===== src/rtl/fdem_pkg.sv =====
// ---------------------------------------------------------------------------
// fdem_pkg
// Shared types and constants for the FAT directory entry matcher.
// ---------------------------------------------------------------------------
package fdem_pkg;

    localparam int unsigned PADDR_W  = 6;
    localparam int unsigned PDATA_W  = 64;
    localparam int unsigned REG_IDX_W = 3;

    // Register indexes (byte address is 8 * index)
    localparam logic [REG_IDX_W-1:0] REG_SEARCH_NAME = 3'd0;
    localparam logic [REG_IDX_W-1:0] REG_WHOLE_LEN   = 3'd1;
    localparam logic [REG_IDX_W-1:0] REG_STEM_LEN    = 3'd2;
    localparam logic [REG_IDX_W-1:0] REG_HAS_DOT     = 3'd3;
    localparam logic [REG_IDX_W-1:0] REG_SEARCH_EXT  = 3'd4;
    localparam logic [REG_IDX_W-1:0] REG_EXT_LEN     = 3'd5;

    localparam int unsigned NAME_BYTES = 8;
    localparam int unsigned EXT_BYTES  = 3;

    localparam logic [7:0] FREE_MARK     = 8'hE5;
    localparam logic [7:0] FREE_MARK_ALT = 8'h05;
    localparam logic [7:0] ATTR_LFN      = 8'h0F;
    localparam int unsigned ATTR_DIR_BIT = 4;

    typedef enum logic [1:0] {
        ST_SCAN    = 2'd0,
        ST_FOUND   = 2'd1,
        ST_MISSING = 2'd2,
        ST_IGNORED = 2'd3
    } t_status;

    typedef struct packed {
        logic        first_entry;
        logic [63:0] name_bytes;
        logic [23:0] ext_bytes;
        logic [7:0]  attribute;
        logic [15:0] cluster_high;
        logic [15:0] cluster_low;
        logic [31:0] entry_size;
        logic        last_entry;
    } t_in_item;

    typedef struct packed {
        t_status     status;
        logic [31:0] entry_cluster;
        logic [31:0] found_size;
        logic        is_directory;
    } t_out_item;

    typedef struct packed {
        logic [63:0] search_name;
        logic [3:0]  whole_len;
        logic [3:0]  stem_len;
        logic        has_dot;
        logic [23:0] search_ext;
        logic [1:0]  ext_len;
    } t_cfg;

endpackage


===== src/rtl/fdem_cfg.sv =====
// ---------------------------------------------------------------------------
// fdem_cfg
// APB-style register file holding the search name, extension, dot flag and compare lengths.
// ---------------------------------------------------------------------------
module fdem_cfg (
    input  logic                          i_clk,
    input  logic                          i_rst_n,
    input  logic                          psel,
    input  logic                          penable,
    input  logic                          pwrite,
    input  logic [fdem_pkg::PADDR_W-1:0]  paddr,
    input  logic [fdem_pkg::PDATA_W-1:0]  pwdata,
    output logic [fdem_pkg::PDATA_W-1:0]  prdata,
    output logic                          pready,
    output fdem_pkg::t_cfg                o_cfg
);
    import fdem_pkg::*;

    t_cfg                 r_cfg;
    logic                 wr_en;
    logic [REG_IDX_W-1:0] reg_idx;

    assign pready  = 1'b1;
    assign reg_idx = paddr[PADDR_W-1:PADDR_W-REG_IDX_W];
    assign wr_en   = psel && penable && pwrite && pready;
    assign o_cfg   = r_cfg;

    always_ff @(posedge i_clk) begin
        if (!i_rst_n) begin
            r_cfg <= '0;
        end else if (wr_en) begin
            case (reg_idx)
                REG_SEARCH_NAME: r_cfg.search_name <= pwdata[63:0];
                REG_WHOLE_LEN:   r_cfg.whole_len   <= pwdata[3:0];
                REG_STEM_LEN:    r_cfg.stem_len    <= pwdata[3:0];
                REG_HAS_DOT:     r_cfg.has_dot     <= pwdata[0];
                REG_SEARCH_EXT:  r_cfg.search_ext  <= pwdata[23:0];
                REG_EXT_LEN:     r_cfg.ext_len     <= pwdata[1:0];
                default: ;  // unmapped: write dropped
            endcase
        end
    end

    always_comb begin
        case (reg_idx)
            REG_SEARCH_NAME: prdata = r_cfg.search_name;
            REG_WHOLE_LEN:   prdata = {60'd0, r_cfg.whole_len};
            REG_STEM_LEN:    prdata = {60'd0, r_cfg.stem_len};
            REG_HAS_DOT:     prdata = {63'd0, r_cfg.has_dot};
            REG_SEARCH_EXT:  prdata = {40'd0, r_cfg.search_ext};
            REG_EXT_LEN:     prdata = {62'd0, r_cfg.ext_len};
            default:         prdata = '0;
        endcase
    end

endmodule


===== src/rtl/fdem_classify.sv =====
// ---------------------------------------------------------------------------
// fdem_classify
// Classifies one directory entry against the search name and works out
// the result and the next finished mark.
// ---------------------------------------------------------------------------
module fdem_classify (
    input  fdem_pkg::t_cfg      i_cfg,
    input  fdem_pkg::t_in_item  i_item,
    input  logic                i_finished,
    output fdem_pkg::t_out_item o_result,
    output logic                o_finished
);
    import fdem_pkg::*;

    logic                  eff_finished;
    logic [7:0]            b0;
    logic [NAME_BYTES-1:0] name_eq;
    logic [NAME_BYTES-1:0] whole_mask;
    logic [NAME_BYTES-1:0] stem_mask;
    logic [EXT_BYTES-1:0]  ext_eq;
    logic [EXT_BYTES-1:0]  ext_mask;
    logic                  is_dir;
    logic                  whole_hit;
    logic                  file_hit;
    t_status               status;

    // Per-byte equality and length masks; lengths above 8 saturate naturally
    always_comb begin
        for (int i = 0; i < NAME_BYTES; i++) begin
            name_eq[i]    = i_cfg.search_name[8*i +: 8] == i_item.name_bytes[8*i +: 8];
            whole_mask[i] = i_cfg.whole_len > 4'(i);
            stem_mask[i]  = i_cfg.stem_len > 4'(i);
        end
        for (int j = 0; j < EXT_BYTES; j++) begin
            ext_eq[j]   = i_cfg.search_ext[8*j +: 8] == i_item.ext_bytes[8*j +: 8];
            ext_mask[j] = i_cfg.ext_len > 2'(j);
        end
    end

    assign b0           = i_item.name_bytes[7:0];
    assign is_dir       = i_item.attribute[ATTR_DIR_BIT];
    assign whole_hit    = &(name_eq | ~whole_mask);
    assign file_hit     = (&(name_eq | ~stem_mask)) && (&(ext_eq | ~ext_mask));
    assign eff_finished = i_finished && !i_item.first_entry;

    always_comb begin
        if (eff_finished) begin
            status = ST_IGNORED;
        end else if (b0 == 8'd0) begin
            status = ST_MISSING;
        end else if (b0 == FREE_MARK || b0 == FREE_MARK_ALT
                     || i_item.attribute == ATTR_LFN) begin
            status = i_item.last_entry ? ST_MISSING : ST_SCAN;
        end else if (is_dir) begin
            status = whole_hit ? ST_FOUND
                   : (i_item.last_entry ? ST_MISSING : ST_SCAN);
        end else if (!i_cfg.has_dot) begin
            status = ST_MISSING;
        end else begin
            status = file_hit ? ST_FOUND
                   : (i_item.last_entry ? ST_MISSING : ST_SCAN);
        end
    end

    always_comb begin
        o_result        = '0;
        o_result.status = status;
        if (status == ST_FOUND) begin
            o_result.entry_cluster = {i_item.cluster_high, i_item.cluster_low};
            o_result.found_size    = i_item.entry_size;
            o_result.is_directory  = is_dir;
        end
    end

    assign o_finished = eff_finished || (status != ST_SCAN);

endmodule


===== src/rtl/fat_directory_entry_matcher.sv =====
// ---------------------------------------------------------------------------
// fat_directory_entry_matcher
// Scans FAT directory entries, one per transfer, for an 8.3 search name
// and reports found / not found with the entry's cluster, size and type.
// ---------------------------------------------------------------------------
//
//  Channel   Direction  Handshake              Payload
//  -------   ---------  ---------------------  ------------------------------
//  in        sink       i_in_valid/o_in_stall  i_in_data  (t_in_item)
//  out       source     o_out_valid/i_out_stall o_out_data (t_out_item)
//  cfg       APB slave  psel/penable/pready    paddr, pwdata, prdata
//
//  An entry passes from the input register through classify into the
//  result register; throughput is one entry per cycle while i_out_stall
//  is low, set by the single input register -> classify -> result register pass.
//  Reset (synchronous, active low) empties both stages, clears the
//  finished mark and all configuration registers.
//  A stall on the output holds the result register; the input stage keeps
//  taking a transfer until it too is full, then o_in_stall rises.
//
module fat_directory_entry_matcher (
    input  logic                          i_clk,
    input  logic                          i_rst_n,
    // entry input
    input  logic                          i_in_valid,
    output logic                          o_in_stall,
    input  fdem_pkg::t_in_item            i_in_data,
    // result output
    output logic                          o_out_valid,
    input  logic                          i_out_stall,
    output fdem_pkg::t_out_item           o_out_data,
    // configuration
    input  logic                          psel,
    input  logic                          penable,
    input  logic                          pwrite,
    input  logic [fdem_pkg::PADDR_W-1:0]  paddr,
    input  logic [fdem_pkg::PDATA_W-1:0]  pwdata,
    output logic [fdem_pkg::PDATA_W-1:0]  prdata,
    output logic                          pready
);
    import fdem_pkg::*;

    t_cfg      cfg;

    // input stage
    logic      r_s1_valid;
    t_in_item  r_s1_data;
    // result stage
    logic      r_out_valid;
    t_out_item r_out_data;
    // scan state: set once a scan has ended
    logic      r_finished;

    t_out_item n_out_data;
    logic      n_finished;
    logic      out_load;   // result register free to take the next entry
    logic      s1_move;    // input stage hands its entry on
    logic      in_take;

    fdem_cfg u_cfg (
        .i_clk   (i_clk),
        .i_rst_n (i_rst_n),
        .psel    (psel),
        .penable (penable),
        .pwrite  (pwrite),
        .paddr   (paddr),
        .pwdata  (pwdata),
        .prdata  (prdata),
        .pready  (pready),
        .o_cfg   (cfg)
    );

    fdem_classify u_classify (
        .i_cfg      (cfg),
        .i_item     (r_s1_data),
        .i_finished (r_finished),
        .o_result   (n_out_data),
        .o_finished (n_finished)
    );

    assign out_load   = !r_out_valid || !i_out_stall;
    assign s1_move    = r_s1_valid && out_load;
    // input register is free when empty or emptying this cycle
    assign o_in_stall = r_s1_valid && !out_load;
    assign in_take    = i_in_valid && !o_in_stall;

    always_ff @(posedge i_clk) begin
        if (!i_rst_n) begin
            r_s1_valid <= 1'b0;
        end else if (in_take) begin
            r_s1_valid <= 1'b1;
        end else if (s1_move) begin
            r_s1_valid <= 1'b0;
        end
    end

    always_ff @(posedge i_clk) begin
        if (in_take) begin
            r_s1_data <= i_in_data;
        end
    end

    // finished mark moves only with the entry that decides it
    always_ff @(posedge i_clk) begin
        if (!i_rst_n) begin
            r_finished <= 1'b0;
        end else if (s1_move) begin
            r_finished <= n_finished;
        end
    end

    always_ff @(posedge i_clk) begin
        if (!i_rst_n) begin
            r_out_valid <= 1'b0;
        end else if (out_load) begin
            r_out_valid <= r_s1_valid;
        end
    end

    always_ff @(posedge i_clk) begin
        if (s1_move) begin
            r_out_data <= n_out_data;
        end
    end

    assign o_out_valid = r_out_valid;
    assign o_out_data  = r_out_data;

endmodule


===== config.mk =====
export PLATFORM = sky130hd
export DESIGN_NAME = fat_directory_entry_matcher
export DESIGN_NICKNAME = d
export VERILOG_FILES = /design/src/rtl/fdem_pkg.sv /design/src/rtl/fdem_cfg.sv /design/src/rtl/fdem_classify.sv /design/src/rtl/fat_directory_entry_matcher.sv
export SDC_FILE = /design/constraint.sdc
export NUM_CORES = 1
export LEC_CHECK = 0
export BUFFER_PORTS_ARGS = -buffer_cell sky130_fd_sc_hd__buf_2
export CORE_MARGIN = 1
export CORE_UTILIZATION = 45
export CTS_CLUSTER_DIAMETER = 80
export CTS_CLUSTER_SIZE = 14
export DETAILED_ROUTE_END_ITERATION = 10
export HOLD_SLACK_MARGIN = 0.15
export PLACE_DENSITY = 0.7
export REMOVE_ABC_BUFFERS = 1
export SYNTH_ARGS = -nofsm -noshare
export SYNTH_HDL_FRONTEND = slang
export SYNTH_SLANG_ARGS = --single-unit

===== constraint.sdc =====
create_clock -name i_clk -period 10 [get_ports i_clk]
set_input_delay 2 -clock i_clk [delete_from_list [all_inputs] [get_ports i_clk]]
set_output_delay 2 -clock i_clk [all_outputs]
set_load 0.02 [all_outputs]

==> flow_summary.json <==
{
  "warning_count_from_the_yosys_run": 0,
  "cp_slowest_cell": "sky130_fd_sc_hd__buf_4",
  "cp.arrival_ps": 3420,
  "yosys_top_cell_by_area": "sky130_fd_sc_hd__edfxtp_1",
  "postRouteWirelength_microns": 32700,
  "die_height_microns": 173,
  "finalCritPeriodShare_pct": 54.2,
  "vdd_ir_drop_max_v": 0.000128,
  "fmax_mhz": 185,
  "yosysSeqAreaShare_pct": 67.4,
  "outcome": "completed",
  "pwr-share-clk_pct": 35.6,
  "crit_path_frequent_cell": "sky130_fd_sc_hd__buf_2",
  "crit_path_max_fanout": 62,
  "detail_route.drc_violations": 0,
  "synthFlopType": "sky130_fd_sc_hd__edfxtp_1",
  "antenna_violations_before_repair": 12,
  "critical_path.top_delay_family": "buffers and inverters",
  "grtUsageMet3_pct": 5.39,
  "synth_top_cells_by_area": "sky130_fd_sc_hd__edfxtp_1, sky130_fd_sc_hd__dfxtp_1, sky130_fd_sc_hd__nand2_1",
  "final.setup.tns_ps": 0,
  "average_via_count_per_standard_cell": 5.05,
  "wl_per_cell_microns": 18.4,
  "slew_headroom_pct": 25.1,
  "fin_ws_ps": 4580,
  "timing.critical_path.buf_inv": 3,
  "endpoint_kind": "primary output",
  "cts_inserted_buffers": 27,
  "placedInstanceArea_sq_um": 15400,
  "cts_hold_buffers": 0,
  "die_area_sq_um": 30100,
  "worst_setup_path_start_kind": "input port",
  "gr_layer_usage_met2_pct": 35.9,
  "worst_clk_skew_ps": 15.9,
  "place.port_buffers": 368,
  "clock_tree.root_cell": "sky130_fd_sc_hd__clkbuf_16",
  "powerDensity_nw_per_um2": 167,
  "utilization_pct": 56.3,
  "layout_common_cells": "sky130_fd_sc_hd__buf_2, sky130_fd_sc_hd__edfxtp_1, sky130_fd_sc_hd__nand2_1, sky130_fd_sc_hd__dfxtp_1, sky130_fd_sc_hd__a21boi_0",
  "syn_area_sq_um": 13200,
  "p_seq_share_pct": 57.3,
  "initial_utilization_pct": 46.0,
  "holdCritPathClass": "reg -> reg",
  "placementRows": 62,
  "grt_setup_unrepaired": "false",
  "dp_slack_ps": 4600,
  "setup_violations": 0,
  "synth-async-reset-ratio_pct": 0,
  "critPathRequiredTime_ps": 8000,
  "power_switching_uw": 593,
  "synth_top_cell_area_share_pct": 52.0,
  "antenna_violating_nets_post_route": 0,
  "cts_max_path_bufs": 3,
  "clock_sink_count": 331,
  "yosys.cell_types.count": 51,
  "final.fill_count": 2475,
  "leakagePower_nw": 6.33,
  "p_int_mw": 2.12,
  "core_area_sq_um": 28800,
  "resized_cells_post_cts": 0,
  "final_nets": 1603,
  "final_common_cell": "sky130_fd_sc_hd__buf_2",
  "finalHoldViolCount": 0,
  "max-cap-violations": 0,
  "dp_hpwl_microns": 22300,
  "top_level_ports": 373,
  "aggregate_global_routing_overflow": 0,
  "finalCriticalPeriod_ps": 5420,
  "synthesis_stage_register_bit_count": 331,
  "firstDrtPassIters": 5,
  "h-tree-depth": 1,
  "synth-edff-count": 229,
  "post_cts_buffers": 0,
  "numPlacedInstances": 1719,
  "die_x_microns": 173,
  "grt_pass1_vias": 8755,
  "detailroute.via_count": 8970,
  "critical_path.max_stage_delay_ps": 550,
  "timing.critical_path.cells": "buf_2, nor3_2, buf_4, and2_1, buf_2",
  "gr-usage-met1_pct": 27.2,
  "share_of_final_layout_standard_cells_stronger_than_drive_strength_1_pct": 31.6,
  "instances_no_fill": 1775,
  "swShare_pct": 21.9,
  "combinationalPowerShare_pct": 7.1,
  "cts_tree": "built",
  "final_design_area_no_fill_sq_um": 16200,
  "globalRouteTotalUtil_pct": 21.2,
  "clock_input_transition_at_the_sequential_cells_of_the_worst_setup_and_hold_paths_ps": 60,
  "syn-instance-count": 1014,
  "global_route.peak_usage_layer": "met2",
  "critPathKind": "in -> out",
  "worst_skew_pair.late_latency_ps": 540,
  "slack_of_the_worst_reg_to_reg_path_ps": 6690,
  "drt_iter0_drc": 611,
  "first_pass_grt_wire_length_microns": 49900,
  "drv_slew": 0,
  "area_growth_pct": 22.6,
  "worst-slew-pin-transition_ps": 1120,
  "grt_max_degree": 103,
  "finalWeightedCongestion": 0.811,
  "avgSynthCellArea_sq_um": 13.0
}
flip-flops by register name, summed over array words and instances (netlist names):
register and cells:
u_cfg.o_cfg 99, o_out_valid 1, r_s1_data 162, r_s1_valid 1, o_out_data 67, r_finished 1
kinds of logic (layout without fill, tap and decap cells):
kind of cell           after synthesis  in the layout  share of synthesized area, %
buffers and inverters               61            429                          1.98
multiplexers                        15             15                          1.14
XOR/XNOR                            88             88                          5.83
flip-flops                         331            331                          67.4
AO/OA/AOI/OAI                      150            150                          8.65
AND/OR/NAND/NOR                    368            368                          15.0
other                                1             10                        0.0283
through the flow:
stage,power (mW),hold slack (ps)
floorplan,1.68,464
global placement,1.77,478
CTS,2.73,494
global route,2.81,517
finish,2.71,489
detailed placement,1.77,486
cell usage after synthesis, drive strengths merged, types with 2 or more instances:
cell type and n:
a211oi 2, a21boi 90, a21oi 8, a221oi 3
a22o 21, a31oi 4, and2 42, and3 4
buf 12, clkbuf 46, dfxtp 102, edfxtp 229
inv 3, mux2i 14, nand2 184, nand2b 3
nand3 5, nand4 9, nor2 9, nor2b 15
nor3 12, nor3b 67, nor4 15, o21a 2
o21ai 7, xnor2 32, xor2 56
power groups by stage:
stage	Combinational (mW)	Clock (mW)	Sequential (mW)
final	0.191	0.965	1.55
after global routing	0.207	1.04	1.56
after detailed placement	0.192	0	1.58
after floorplan	0.0742	0	1.61
after global placement	0.188	0	1.58
after CTS	0.193	0.989	1.55
worst paths after layout:
kind	from	endpoint	depth (start not counted)
hold reg to reg	u_cfg.o_cfg[84]$_SDFFE_PN0P_	u_cfg.o_cfg[84]$_SDFFE_PN0P_	2
setup reg to reg	r_s1_data[110]$_DFFE_PP_	o_out_data[14]$_SDFFCE_PP0P_	8
setup / recovery	paddr[3]	prdata[39]	5
hold / removal	u_cfg.o_cfg[84]$_SDFFE_PN0P_	u_cfg.o_cfg[84]$_SDFFE_PN0P_	2
worst min-delay path, stage by stage, from the launching register on:
cell and delay [ps]:
sky130_fd_sc_hd__dfxtp_1 320, sky130_fd_sc_hd__nand2_1 50, sky130_fd_sc_hd__a21boi_0 60
layout make-up:
cell class | count | area [sq um] | area share [%]
Antenna cell | 9 | 22.5 | 0.139
Clock buffer | 46 | 747 | 4.61
Clock inverter | 1 | 6.26 | 0.0386
Inverter | 3 | 11.3 | 0.0694
Multi-Input combinational cell | 622 | 4100 | 25.3
Sequential cell | 331 | 8920 | 55.0
Tap cell | 384 | 480 | 2.96
Timing Repair Buffer | 379 | 1920 | 11.9
layer usage:
| layer | vias to the layer above | share of wire, % |
|---|---|---|
| met4 | 4 | 2.1 |
| met2 | 303 | 49 |
| met1 | 4290 | 41 |
| met3 | 52 | 7.9 |
| li1 | 4321 | - |
| met5 | - | 0.083 |
No activity file was read; power rests on OpenSTA's default activity.
